<file path="src/rtl/core/fmmpx_pkg.sv">
// Shared types, constants and tone tables for the FM stereo multiplex generator.
// No dependencies; used by every module in rtl/core.
`timescale 1ns / 1ps

package fmmpx_pkg;

    // sample and composite widths
    localparam int SAMPLE_W   = 12;
    localparam int ACCUM_W    = 26;
    localparam int TDATA_W    = 16;
    localparam logic [SAMPLE_W-1:0] FULL_SCALE = 12'd4095;

    // tone table lengths and pointer widths
    localparam int CARRIER_LEN = 22;
    localparam int PILOT_LEN   = 44;
    localparam int CPTR_W      = 5;
    localparam int PPTR_W      = 6;

    // configuration register indexes
    localparam int CFG_IDX_W = 2;
    localparam int CFG_DATA_W = 8;
    typedef enum logic [CFG_IDX_W-1:0] {
        CFG_STEREO_SHIFT = 2'd0,
        CFG_PILOT_MULT   = 2'd1,
        CFG_PILOT_SHIFT  = 2'd2,
        CFG_OUTPUT_SHIFT = 2'd3
    } t_cfg_idx;

    // configuration register set
    typedef struct packed {
        logic [4:0] stereo_shift;
        logic [7:0] pilot_mult;
        logic [3:0] pilot_shift;
        logic [3:0] output_shift;
    } t_cfg;

    // 38 kHz carrier, one cycle over the table
    function automatic logic [SAMPLE_W-1:0] carrier_lookup(input logic [CPTR_W-1:0] ptr);
        logic [SAMPLE_W-1:0] v;
        case (ptr)
            5'd0:    v = 12'd2058;
            5'd1:    v = 12'd2637;
            5'd2:    v = 12'd3170;
            5'd3:    v = 12'd3613;
            5'd4:    v = 12'd3930;
            5'd5:    v = 12'd4095;
            5'd6:    v = 12'd4095;
            5'd7:    v = 12'd3930;
            5'd8:    v = 12'd3613;
            5'd9:    v = 12'd3170;
            5'd10:   v = 12'd2637;
            5'd11:   v = 12'd2058;
            5'd12:   v = 12'd1479;
            5'd13:   v = 12'd946;
            5'd14:   v = 12'd503;
            5'd15:   v = 12'd186;
            5'd16:   v = 12'd21;
            5'd17:   v = 12'd21;
            5'd18:   v = 12'd186;
            5'd19:   v = 12'd503;
            5'd20:   v = 12'd946;
            5'd21:   v = 12'd1479;
            default: v = 12'd0;
        endcase
        return v;
    endfunction

    // 19 kHz pilot, one cycle over the table
    function automatic logic [SAMPLE_W-1:0] pilot_lookup(input logic [PPTR_W-1:0] ptr);
        logic [SAMPLE_W-1:0] v;
        case (ptr)
            6'd0:    v = 12'd2047;
            6'd1:    v = 12'd2338;
            6'd2:    v = 12'd2623;
            6'd3:    v = 12'd2897;
            6'd4:    v = 12'd3153;
            6'd5:    v = 12'd3387;
            6'd6:    v = 12'd3594;
            6'd7:    v = 12'd3769;
            6'd8:    v = 12'd3909;
            6'd9:    v = 12'd4011;
            6'd10:   v = 12'd4073;
            6'd11:   v = 12'd4094;
            6'd12:   v = 12'd4073;
            6'd13:   v = 12'd4011;
            6'd14:   v = 12'd3909;
            6'd15:   v = 12'd3769;
            6'd16:   v = 12'd3594;
            6'd17:   v = 12'd3387;
            6'd18:   v = 12'd3153;
            6'd19:   v = 12'd2897;
            6'd20:   v = 12'd2623;
            6'd21:   v = 12'd2338;
            6'd22:   v = 12'd2047;
            6'd23:   v = 12'd1756;
            6'd24:   v = 12'd1471;
            6'd25:   v = 12'd1197;
            6'd26:   v = 12'd941;
            6'd27:   v = 12'd707;
            6'd28:   v = 12'd500;
            6'd29:   v = 12'd325;
            6'd30:   v = 12'd185;
            6'd31:   v = 12'd83;
            6'd32:   v = 12'd21;
            6'd33:   v = 12'd0;
            6'd34:   v = 12'd21;
            6'd35:   v = 12'd83;
            6'd36:   v = 12'd185;
            6'd37:   v = 12'd325;
            6'd38:   v = 12'd500;
            6'd39:   v = 12'd707;
            6'd40:   v = 12'd941;
            6'd41:   v = 12'd1197;
            6'd42:   v = 12'd1471;
            6'd43:   v = 12'd1756;
            default: v = 12'd0;
        endcase
        return v;
    endfunction

endpackage

</file>
<file path="src/rtl/core/fmmpx_cfg.sv">
// Configuration register bank for the FM stereo multiplex generator.
// Depends on fmmpx_pkg for the register indexes and the t_cfg struct.
`timescale 1ns / 1ps

module fmmpx_cfg
    import fmmpx_pkg::*;
(
    input  logic                  i_clk,
    input  logic                  i_rst_n,
    input  logic                  i_wr_en,
    input  logic [CFG_IDX_W-1:0]  i_wr_index,
    input  logic [CFG_DATA_W-1:0] i_wr_data,
    output t_cfg                  o_cfg
);

    t_cfg r_cfg;

    // register writes, low bits of the data taken per register
    always_ff @(posedge i_clk) begin
        if (!i_rst_n) begin
            r_cfg.stereo_shift <= 5'd11;
            r_cfg.pilot_mult   <= 8'd1;
            r_cfg.pilot_shift  <= 4'd1;
            r_cfg.output_shift <= 4'd1;
        end else if (i_wr_en) begin
            case (t_cfg_idx'(i_wr_index))
                CFG_STEREO_SHIFT: r_cfg.stereo_shift <= i_wr_data[4:0];
                CFG_PILOT_MULT:   r_cfg.pilot_mult   <= i_wr_data[7:0];
                CFG_PILOT_SHIFT:  r_cfg.pilot_shift  <= i_wr_data[3:0];
                CFG_OUTPUT_SHIFT: r_cfg.output_shift <= i_wr_data[3:0];
                default: ;
            endcase
        end
    end

    assign o_cfg = r_cfg;

endmodule

</file>
<file path="src/rtl/core/fmmpx_tone.sv">
// Carrier and pilot tone generators: wrapping indexes, table pointers and
// registered table values. Depends on fmmpx_pkg for the tables.
`timescale 1ns / 1ps

module fmmpx_tone
    import fmmpx_pkg::*;
#(
    parameter int CARRIER_LAST_INDEX = 21,
    parameter int PILOT_LAST_INDEX   = 43
) (
    input  logic                i_clk,
    input  logic                i_rst_n,
    input  logic                i_step,
    output logic [SAMPLE_W-1:0] o_carrier_value,
    output logic [SAMPLE_W-1:0] o_pilot_value
);

    localparam int CIDX_W = $clog2(CARRIER_LAST_INDEX + 1);
    localparam int PIDX_W = $clog2(PILOT_LAST_INDEX + 1);

    logic [CIDX_W-1:0]   r_cidx, n_cidx;
    logic [PIDX_W-1:0]   r_pidx, n_pidx;
    logic [CPTR_W-1:0]   r_cptr, n_cptr;
    logic [PPTR_W-1:0]   r_pptr, n_pptr;
    logic [SAMPLE_W-1:0] r_carrier, r_pilot;

    // index wraps at its last value; pointer follows it modulo the table length
    always_comb begin
        if (r_cidx == CIDX_W'(CARRIER_LAST_INDEX)) begin
            n_cidx = '0;
            n_cptr = '0;
        end else begin
            n_cidx = r_cidx + 1'b1;
            n_cptr = (r_cptr == CPTR_W'(CARRIER_LEN - 1)) ? '0 : r_cptr + 1'b1;
        end
        if (r_pidx == PIDX_W'(PILOT_LAST_INDEX)) begin
            n_pidx = '0;
            n_pptr = '0;
        end else begin
            n_pidx = r_pidx + 1'b1;
            n_pptr = (r_pptr == PPTR_W'(PILOT_LEN - 1)) ? '0 : r_pptr + 1'b1;
        end
    end

    // step on every accepted item
    always_ff @(posedge i_clk) begin
        if (!i_rst_n) begin
            r_cidx    <= '0;
            r_pidx    <= '0;
            r_cptr    <= '0;
            r_pptr    <= '0;
            r_carrier <= '0;
            r_pilot   <= '0;
        end else if (i_step) begin
            r_cidx    <= n_cidx;
            r_pidx    <= n_pidx;
            r_cptr    <= n_cptr;
            r_pptr    <= n_pptr;
            r_carrier <= carrier_lookup(n_cptr);
            r_pilot   <= pilot_lookup(n_pptr);
        end
    end

    assign o_carrier_value = r_carrier;
    assign o_pilot_value   = r_pilot;

endmodule

</file>
<file path="src/rtl/core/fmmpx_mix.sv">
// Channel level capture and composite builder: sum, carrier-modulated
// difference and scaled pilot. Depends on fmmpx_pkg for widths and t_cfg.
`timescale 1ns / 1ps

module fmmpx_mix
    import fmmpx_pkg::*;
(
    input  logic                i_clk,
    input  logic                i_rst_n,
    input  logic                i_step,
    input  logic                i_adc_done,
    input  logic [SAMPLE_W-1:0] i_adc_sample,
    input  t_cfg                i_cfg,
    input  logic [SAMPLE_W-1:0] i_carrier_value,
    input  logic [SAMPLE_W-1:0] i_pilot_value,
    output logic [ACCUM_W-1:0]  o_composite,
    output logic                o_channel_next
);

    logic [SAMPLE_W-1:0]   r_right, r_left;
    logic [ACCUM_W-1:0]    r_comp, n_comp;
    logic                  r_chan, n_chan;
    logic                  diff_neg;
    logic [SAMPLE_W-1:0]   absdiff, carr;
    logic [2*SAMPLE_W-1:0] stereo_prod, stereo;
    logic [SAMPLE_W+7:0]   pilot_prod, pilot;
    logic [SAMPLE_W:0]     lr_sum;

    // composite from the levels and tone values held before this item
    always_comb begin
        diff_neg    = r_right < r_left;
        absdiff     = diff_neg ? (r_left - r_right) : (r_right - r_left);
        carr        = diff_neg ? (FULL_SCALE - i_carrier_value) : i_carrier_value;
        stereo_prod = (2*SAMPLE_W)'(absdiff) * (2*SAMPLE_W)'(carr);
        stereo      = stereo_prod >> i_cfg.stereo_shift;
        pilot_prod  = (SAMPLE_W+8)'(i_pilot_value) * (SAMPLE_W+8)'(i_cfg.pilot_mult);
        pilot       = pilot_prod >> i_cfg.pilot_shift;
        lr_sum      = {1'b0, r_left} + {1'b0, r_right};
        n_comp      = ACCUM_W'(lr_sum) + ACCUM_W'(stereo) + ACCUM_W'(pilot);
        n_chan      = i_adc_done ? ~r_chan : r_chan;
    end

    // right first, then left, alternating on each finished conversion
    always_ff @(posedge i_clk) begin
        if (!i_rst_n) begin
            r_right <= '0;
            r_left  <= '0;
            r_comp  <= '0;
            r_chan  <= 1'b0;
        end else if (i_step) begin
            if (i_adc_done) begin
                if (!r_chan) begin
                    r_right <= i_adc_sample;
                end else begin
                    r_left <= i_adc_sample;
                end
            end
            r_comp <= n_comp;
            r_chan <= n_chan;
        end
    end

    assign o_composite    = r_comp;
    assign o_channel_next = n_chan;

endmodule

</file>
<file path="src/rtl/core/fm_stereo_mpx_generator.sv">
// FM stereo multiplex generator: one composite DAC sample per accepted item.
// The result is registered in the output register when the item is accepted.
// Throughput: one item per cycle unless m_axis_tready stalls the output; the
// output register takes a new result in the same cycle that the previous one is taken.
// Reset (synchronous, active low) clears levels, composite, tone state,
// channel select and output valid, and loads the register defaults.
`timescale 1ns / 1ps

module fm_stereo_mpx_generator
    import fmmpx_pkg::*;
#(
    parameter int CARRIER_LAST_INDEX = 21,
    parameter int PILOT_LAST_INDEX   = 43
) (
    input  logic                  i_clk,
    input  logic                  i_rst_n,
    // configuration write channel
    input  logic                  i_cfg_valid,
    output logic                  o_cfg_ready,
    input  logic [CFG_IDX_W-1:0]  i_cfg_index,
    input  logic [CFG_DATA_W-1:0] i_cfg_data,
    // input items
    input  logic                  s_axis_tvalid,
    output logic                  s_axis_tready,
    input  logic [TDATA_W-1:0]    s_axis_tdata,  // [11:0] adc_sample, [15:12] zero
    input  logic [0:0]            s_axis_tuser,  // [0] adc_done
    // result items
    output logic                  m_axis_tvalid,
    input  logic                  m_axis_tready,
    output logic [TDATA_W-1:0]    m_axis_tdata,  // [11:0] dac_value, [15:12] zero
    output logic [0:0]            m_axis_tuser   // [0] adc_channel_next
);

    t_cfg                cfg;
    logic                step;
    logic [SAMPLE_W-1:0] carrier_value, pilot_value;
    logic [ACCUM_W-1:0]  composite;
    logic                chan_next;
    logic [ACCUM_W-1:0]  comp_shift;
    logic [SAMPLE_W-1:0] n_dac;
    logic                r_out_valid;
    logic [SAMPLE_W-1:0] r_dac;
    logic                r_chan;

    assign o_cfg_ready   = 1'b1;
    assign s_axis_tready = !r_out_valid || m_axis_tready;
    assign step          = s_axis_tvalid && s_axis_tready;

    fmmpx_cfg u_cfg (
        .i_clk      (i_clk),
        .i_rst_n    (i_rst_n),
        .i_wr_en    (i_cfg_valid),
        .i_wr_index (i_cfg_index),
        .i_wr_data  (i_cfg_data),
        .o_cfg      (cfg)
    );

    fmmpx_tone #(
        .CARRIER_LAST_INDEX (CARRIER_LAST_INDEX),
        .PILOT_LAST_INDEX   (PILOT_LAST_INDEX)
    ) u_tone (
        .i_clk           (i_clk),
        .i_rst_n         (i_rst_n),
        .i_step          (step),
        .o_carrier_value (carrier_value),
        .o_pilot_value   (pilot_value)
    );

    fmmpx_mix u_mix (
        .i_clk           (i_clk),
        .i_rst_n         (i_rst_n),
        .i_step          (step),
        .i_adc_done      (s_axis_tuser[0]),
        .i_adc_sample    (s_axis_tdata[SAMPLE_W-1:0]),
        .i_cfg           (cfg),
        .i_carrier_value (carrier_value),
        .i_pilot_value   (pilot_value),
        .o_composite     (composite),
        .o_channel_next  (chan_next)
    );

    // previous composite scaled down and saturated to the dac range
    always_comb begin
        comp_shift = composite >> cfg.output_shift;
        n_dac      = (|comp_shift[ACCUM_W-1:SAMPLE_W]) ? FULL_SCALE
                                                       : comp_shift[SAMPLE_W-1:0];
    end

    // output register valid
    always_ff @(posedge i_clk) begin
        if (!i_rst_n) begin
            r_out_valid <= 1'b0;
        end else if (step) begin
            r_out_valid <= 1'b1;
        end else if (m_axis_tready) begin
            r_out_valid <= 1'b0;
        end
    end

    // output register payload
    always_ff @(posedge i_clk) begin
        if (step) begin
            r_dac  <= n_dac;
            r_chan <= chan_next;
        end
    end

    assign m_axis_tvalid = r_out_valid;
    assign m_axis_tdata  = {{(TDATA_W - SAMPLE_W){1'b0}}, r_dac};
    assign m_axis_tuser  = r_chan;

endmodule
</file>
<file path="config.mk">
export PLATFORM = sky130hd
export DESIGN_NAME = fm_stereo_mpx_generator
export DESIGN_NICKNAME = d
export VERILOG_FILES = /design/src/rtl/core/fmmpx_pkg.sv /design/src/rtl/core/fmmpx_cfg.sv /design/src/rtl/core/fmmpx_tone.sv /design/src/rtl/core/fmmpx_mix.sv /design/src/rtl/core/fm_stereo_mpx_generator.sv
export SDC_FILE = /design/constraint.sdc
export NUM_CORES = 1
export LEC_CHECK = 0
export BUFFER_PORTS_ARGS = -buffer_cell sky130_fd_sc_hd__buf_2
export CAP_MARGIN = 20
export CORE_MARGIN = 10
export CORE_UTILIZATION = 45
export DETAILED_ROUTE_END_ITERATION = 10
export PLACE_DENSITY_LB_ADDON = 0.08
export SLEW_MARGIN = 20
export SYNTH_ARGS = -nofsm -noshare
export SYNTH_HDL_FRONTEND = slang
export SYNTH_SLANG_ARGS = --single-unit
export TNS_END_PERCENT = 1
</file>
<file path="constraint.sdc">
create_clock -name i_clk -period 13.85 [get_ports i_clk]
set_input_delay 0.6925 -clock i_clk [delete_from_list [all_inputs] [get_ports i_clk]]
set_output_delay 0.6925 -clock i_clk [all_outputs]
set_load 0.1 [all_outputs]
</file>
# Word-level counts from Yosys, hierarchy flattened
# Memory sizes are Yosys's and may differ from the RTL's. A register that Yosys moved wholly into a read port is not among the register bits.
# Cells that the tools add are included.
totals:
  elab_cells: 66
  romBits: 1152
  regBits: 108
  in_bits: 32
  output_inout_bits: 20
  memories: 2
memory_table:
  columns: ["name", "words", "width", "read_ports", "rd_ports_with_merged_regs", "write_ports", "line_no", "source"]
  rows:
  - ["(name not given)", 64, 12, 1, 1, 0, "fmmpx_pkg.sv:71", "case (ptr)"]
  - ["(name not given)", 32, 12, 1, 1, 0, "fmmpx_pkg.sv:40", "case (ptr)"]
classes:
  mul: 2
  bitwise: 1
  n_mux: 11
  shift: 3
  eq_ne: 7
  magnitude_cmp: 1
  reduce_logical: 14
  n_addsub: 10
ops:
  columns: ["op", "n"]
  rows:
  - ["adder 26 x 20 -> 26 bit", 1]
  - [">> shifter 26 x 4 -> 26 bit", 1]
  - ["adder 13 x 24 -> 25 bit", 1]
  - ["multiplier 12 x 12 -> 24 bit", 1]
  - ["2-to-1 mux 12 bit", 2]
  - [">> shifter 24 x 5 -> 24 bit", 1]
  - ["subtractor 12 bit", 2]
  - ["multiplier 12 x 8 -> 20 bit", 1]
  - [">> shifter 20 x 4 -> 20 bit", 1]
  - ["2-to-1 mux 6 bit", 3]
  - ["2-to-1 mux 5 bit", 3]
  - ["OR reduction 14 bit", 1]
  - ["adder 12 x 12 -> 13 bit", 1]
  - ["adder 6 x 1 -> 6 bit, second input constant", 2]
  - ["== test 6 bit, second input constant", 2]
  - ["< comparator 12 bit", 1]
  - ["subtractor 12 bit, first input constant", 1]
  - ["adder 5 x 1 -> 5 bit, second input constant", 2]
  - ["== test 5 bit, second input constant", 2]
  - ["AND reduction 2 bit", 4]
  - ["AND reduction 3 bit", 2]
  - ["== test 2 bit, second input constant", 2]
  - ["logical NOT 1 bit", 3]
  - ["2-to-1 mux 1 bit", 3]
  - ["6 further kinds", 6]

# Longest topological paths before layout
logic_depth:
  depth_word: 6
  mapped_depth: 62
  mapped_depth_nobuf: 61

# Hierarchy
# A second synthesis with hierarchy kept.
unflattened:
  cells_unflattened: 2690
  area_unflattened_um2: 21738.3
by_module_without_submodules:
  columns: ["mod", "cells_each", "instances", "seq_area_each_um2", "area_per_inst_um2"]
  rows:
  - ["fmmpx_mix", 1899, 1, 1001.0, 15130.8]
  - ["fmmpx_tone", 520, 1, 900.9, 3891.2]
  - ["fm_stereo_mpx_generator", 190, 1, 410.4, 1891.8]
  - ["fmmpx_cfg", 81, 1, 420.4, 824.5]

# Least setup slack after synthesis
# OpenSTA, ideal clock, no wires.
synth_timing:
  kind: "register -> register"
  from: "reg u_mix.r_right[0]"
  to: "reg u_mix.r_comp[23], in the netlist u_mix.o_composite[23]"
  period_less_slack_ps: 12744
  setup_slack_ps: 1106
  n_path_buf: 1
  path_stages_with_launch: 58
  setup_time_ps: 65
  arrival_ps: 12679
  required_ps: 13785
  path_cell_list: "dfxtp_1 -> inv_1 -> ha_1 -> inv_1 -> fa_1 -> a21o_1 -> a21o_1 -> a21o_1 -> a21o_1 -> a21oi_1 -> o211a_1 -> nor2_1 -> mux2_2 -> a2bb2o_1 -> o31ai_1 -> a21oi_1 -> a31o_2 -> clkbuf_1 -> [... 22 more ...] -> fa_1 -> nor2b_1 -> o21a_1 -> o21ai_0 -> nand2b_1 -> a31o_2 -> nand2b_1 -> a31o_2 -> or4_1 -> or3_1 -> xor2_1 -> ha_1 -> nand4_1 -> o21ai_0 -> a21o_1 -> nand3_1 -> or4_1 -> nand3_1"
synth_via:
  elab_chain_cells: 6
  word_cells_on_any_way: 10
  classes_between: "add/sub (5); mul (1); order compare (1); shift (1); mux (2)"
synth_rtl:
  columns: ["item", "line_no", "source"]
  rows:
  - ["start, declared", "fmmpx_mix.sv:20", "logic [SAMPLE_W-1:0] r_right, r_left;"]
  - ["start signal, assigned", "fmmpx_mix.sv:53", "r_right <= i_adc_sample;"]
  - ["subtractor 12 bit / < comparator 12 bit (equally long branches)", "fmmpx_mix.sv:32, fmmpx_mix.sv:31", null]
  - ["2-to-1 mux 12 bit (on tied branches)", "fmmpx_mix.sv:32, fmmpx_mix.sv:33", null]
  - ["multiplier 12 x 12 -> 24 bit", "fmmpx_mix.sv:34", "stereo_prod = (2*SAMPLE_W)'(absdiff) * (2*SAMPLE_W)'(carr);"]
  - [">> shifter 24 x 5 -> 24 bit", "fmmpx_mix.sv:35", "stereo = stereo_prod >> i_cfg.stereo_shift;"]
  - ["adder 13 x 24 -> 25 bit (*)", "fmmpx_mix.sv:39", "n_comp = ACCUM_W'(lr_sum) + ACCUM_W'(stereo) + ACCUM_W'(pilot);"]
  - ["adder 26 x 20 -> 26 bit (*)", "fmmpx_mix.sv:39", null]
  - ["end signal, assigned", "fmmpx_mix.sv:58", "r_comp <= n_comp;"]
  - ["end, declared", "fmmpx_mix.sv:21", "logic [ACCUM_W-1:0] r_comp, n_comp;"]
# Mark *: on every way between the ends. The rest lies on a longest branch, timed or not.
# A chain may end at the register's enable or synchronous reset.

# Final worst setup path
layout_timing:
  from: "reg u_mix.r_right[0]"
  to: "reg u_mix.r_comp[24], in the netlist u_mix.o_composite[24]"
# Same word-level chain as after synthesis.

==> flow_metrics.py <==
metrics = {
    "route": {
        "first_pass_iters": 5,
        "vias": 17600,
        "route.detailed.drc": 0,
        "dr.first_iter.drc_count": 792,
        "routed_via_density": 5.55,
        "postRouteAntennaNets": 0,
        "drt-total-wl_mm": 54.4,
        "wl_per_cell_um": 17.1,
    },
    "min_path": {
        "min_path_type": "primary input to flop",
    },
    "synth": {
        "yosys_most_used_dff": "dfxtp_1",
        "postSynthCellCount": 2582,
        "synth_area_mm2": 0.0203,
        "syn_avg_cell_area_um2": 7.88,
        "async_flop_share": 0,
        "synth.distinct_cells": 83,
        "yosysTopAreaCell": "fa_1",
        "yosysSeqAreaShare": 0.135,
        "yosys_warnings": 0,
        "synth_top_area_share": 0.173,
        "synth_top_cells_by_area": "fa_1, dfxtp_1, ha_1, nand2_1, inv_1",
        "ys_ff_latch": 131,
        "synth_edf_count": 13,
    },
    "timing": {
        "maxSlewHeadroom": 0.392,
        "max_freq_mhz": 75.5,
        "setup_violations": 0,
        "post-route-min-period_ns": 13.25,
        "skew_ns": 0.0136,
        "period_share": 0.956,
        "finalSetupTns_ns": 0,
        "rsz0062_at_grt": "no",
        "fin_ws_ns": 0.603,
        "slew_viol_final": 0,
        "worst_slew_pin_slew_ns": 0.911,
        "finalHoldViolations": 0,
    },
    "global_routing": {
        "grt_max_degree": 70,
        "top_usage_layer": "met2",
        "overflow": 0,
        "use_met2": 0.333,
        "grt_pass1_wl_mm": 90.3,
        "antenna_found_initial": 0,
        "grt_use_met1": 0.275,
        "met3_usage": 0.0348,
        "grt_usage": 0.205,
        "grt_pass1_vias": 17400,
    },
    "worst_setup_path": {
        "worst_setup_path_start_kind": "flop",
        "arrival_ns": 13.69,
        "crit_slowest_cell": "fa_1",
        "required_ns": 14.29,
        "max_stage_delay_ns": 0.57,
        "path_common_cell": "fa_1",
        "endpoint_kind": "flop",
        "critical_path_class": "flop to flop",
        "crit_fanout": 21,
    },
    "clock_tree": {
        "clockBufferDepth": 2,
        "cts-root-buf": "clkbuf_16",
        "clkLatencyLatePin_ns": 0.49,
        "cts_tree": "yes",
        "numCtsBuffers": 17,
        "holdBufCountCts": 0,
        "cts_max_level": 4,
        "cts.clk_slew.worst_paths_ns": 0.07,
        "clkSinkCount": 131,
    },
    "placed_design": {
        "pre_cts_ws_ns": 0.157,
        "io_buffers": 42,
        "gp_routability_congestion": 0.898,
        "dp_hpwl_mm": 43.4,
        "dpl-instance-area_mm2": 0.0212,
    },
    "floorplan": {
        "core_region_area_mm2": 0.0444,
        "die-height_um": 233,
        "num_rows": 77,
        "fp.dieArea_mm2": 0.0541,
        "die_w_um": 233,
        "io_pins": 52,
        "start_util": 0.458,
    },
    "final_layout": {
        "syn2layout_area_growth_pct": 8.08,
        "diodes": 0,
        "fin_area_mm2": 0.0220,
        "fin_nets": 2956,
        "drive_gt1_frac": 0.0856,
    },
    "flow_run": {
        "maxCapViolCount": 0,
    },
    "status": {
        "status": "completed",
    },
}
layer usage:
layer,vias to the layer above,share of wire
li1,8763,-
met1,8517,0.48
met2,290,0.46
met3,58,0.038
met4,0,0.020
met5,-,0
synth_stat cells, drive strengths merged, types with 18 or more instances:
cell type / instances
nor3: 42
fa: 176
xnor2: 66
a21oi: 151
o211ai: 27
xor2: 34
mux2i: 83
dfxtp: 118
buf: 21
a21boi: 49
or3: 24
a31oi: 22
o21ai: 139
and2: 137
a21o: 46
nand2b: 21
inv: 261
mux2: 18
a211oi: 40
nor2: 138
ha: 178
nand2: 374
nor2b: 36
clkbuf: 118
nand3: 39
and3: 20
kinds of logic (layout without fill, tap and decap cells):
logic type | count (synthesis) | count (layout) | share of synthesized area
flops | 131 | 131 | 0.135
mux | 114 | 114 | 0.0652
compound gates | 590 | 590 | 0.189
other cells | 2 | 5 | 0.000369
fa+ha+maj | 354 | 354 | 0.283
xor+xnor | 101 | 101 | 0.0452
simple gates | 886 | 886 | 0.207
buf+inv | 404 | 402 | 0.0757
registers in the layout (all words and copies together) (netlist names):
signal,flops
u_mix.o_composite,26
u_tone.o_pilot_value,12
u_tone.r_cidx,5
u_tone.o_carrier_value,11
u_mix.r_right,12
u_tone.r_pidx,6
u_tone.r_cptr,5
m_axis_tuser,1
u_tone.r_pptr,6
r_dac,12
u_mix.r_left,12
u_cfg.o_cfg,21
m_axis_tvalid,1
u_mix.r_chan,1
timing repair:
action | 4_1_cts | 5_1_grt
resized for setup | 0 | 33
buffers inserted | 0 | 2
endpoints found under the setup margin | 0 | 9
stage by stage:
stage | hold slack (ns) | cells | utilization
finish | 0.457 | 3175 | 0.495
global route | 0.448 | 3175 | 0.495
floorplan | 0.441 | 2585 | -
detailed placement | 0.475 | 3141 | 0.478
global placement | 0.467 | 3141 | 0.478
CTS | 0.416 | 3173 | 0.491
path summary, 6_finish.rpt:
path / startpoint / endpoint / slack (ns) / cells after the start
worst max-delay path: u_mix.r_right[0] / u_mix.o_composite[24] / 0.60 / 54
worst min-delay path: i_cfg_data[7] / u_cfg.o_cfg[15] / 0.46 / 3
worst max register to register: u_mix.r_right[0] / u_mix.o_composite[24] / 0.60 / 54
worst min register to register: u_mix.o_composite[0] / u_mix.o_composite[0] / 0.48 / 2
critical path: cells and delay by family (launching register included):
family / cells / cell delay (ns)
fa+ha+maj: 12 / 4.83
compound gates: 17 / 3.17
simple gates: 13 / 2.53
mux: 2 / 1.01
buf+inv: 8 / 0.83
xor+xnor: 2 / 0.41
flops: 1 / 0.32
area by class of cell:
class / instances / area, um^2
fill: 4411 / 22400
multi-input combinational: 2050 / 16200
sequential: 131 / 2760
inverter: 265 / 995
tap: 592 / 741
timing repair buffer: 105 / 707
clock buffer: 18 / 429
clock inverter: 14 / 174
cell usage in the layout (no fill, tap or decap), drive strengths merged, types with 13 or more instances in the layout:
cell type  count
a211oi        40
a21boi        49
a21o          46
a21oi        151
a31oi         22
and2         137
and3          20
buf          105
clkbuf        18
dfxtp        118
edfxtp        13
fa           176
ha           178
inv          266
mux2          18
mux2i         83
mux4          13
nand2        374
nand2b        21
nand3         39
nor2         138
nor2b         36
nor3          42
nor4          15
o211ai        27
o21ai        139
or3           24
xnor2         66
xor2          34
Power is left out: the tool's default activity adds up to more than one toggle a clock period on the data nets, which glitch-free logic cannot reach.
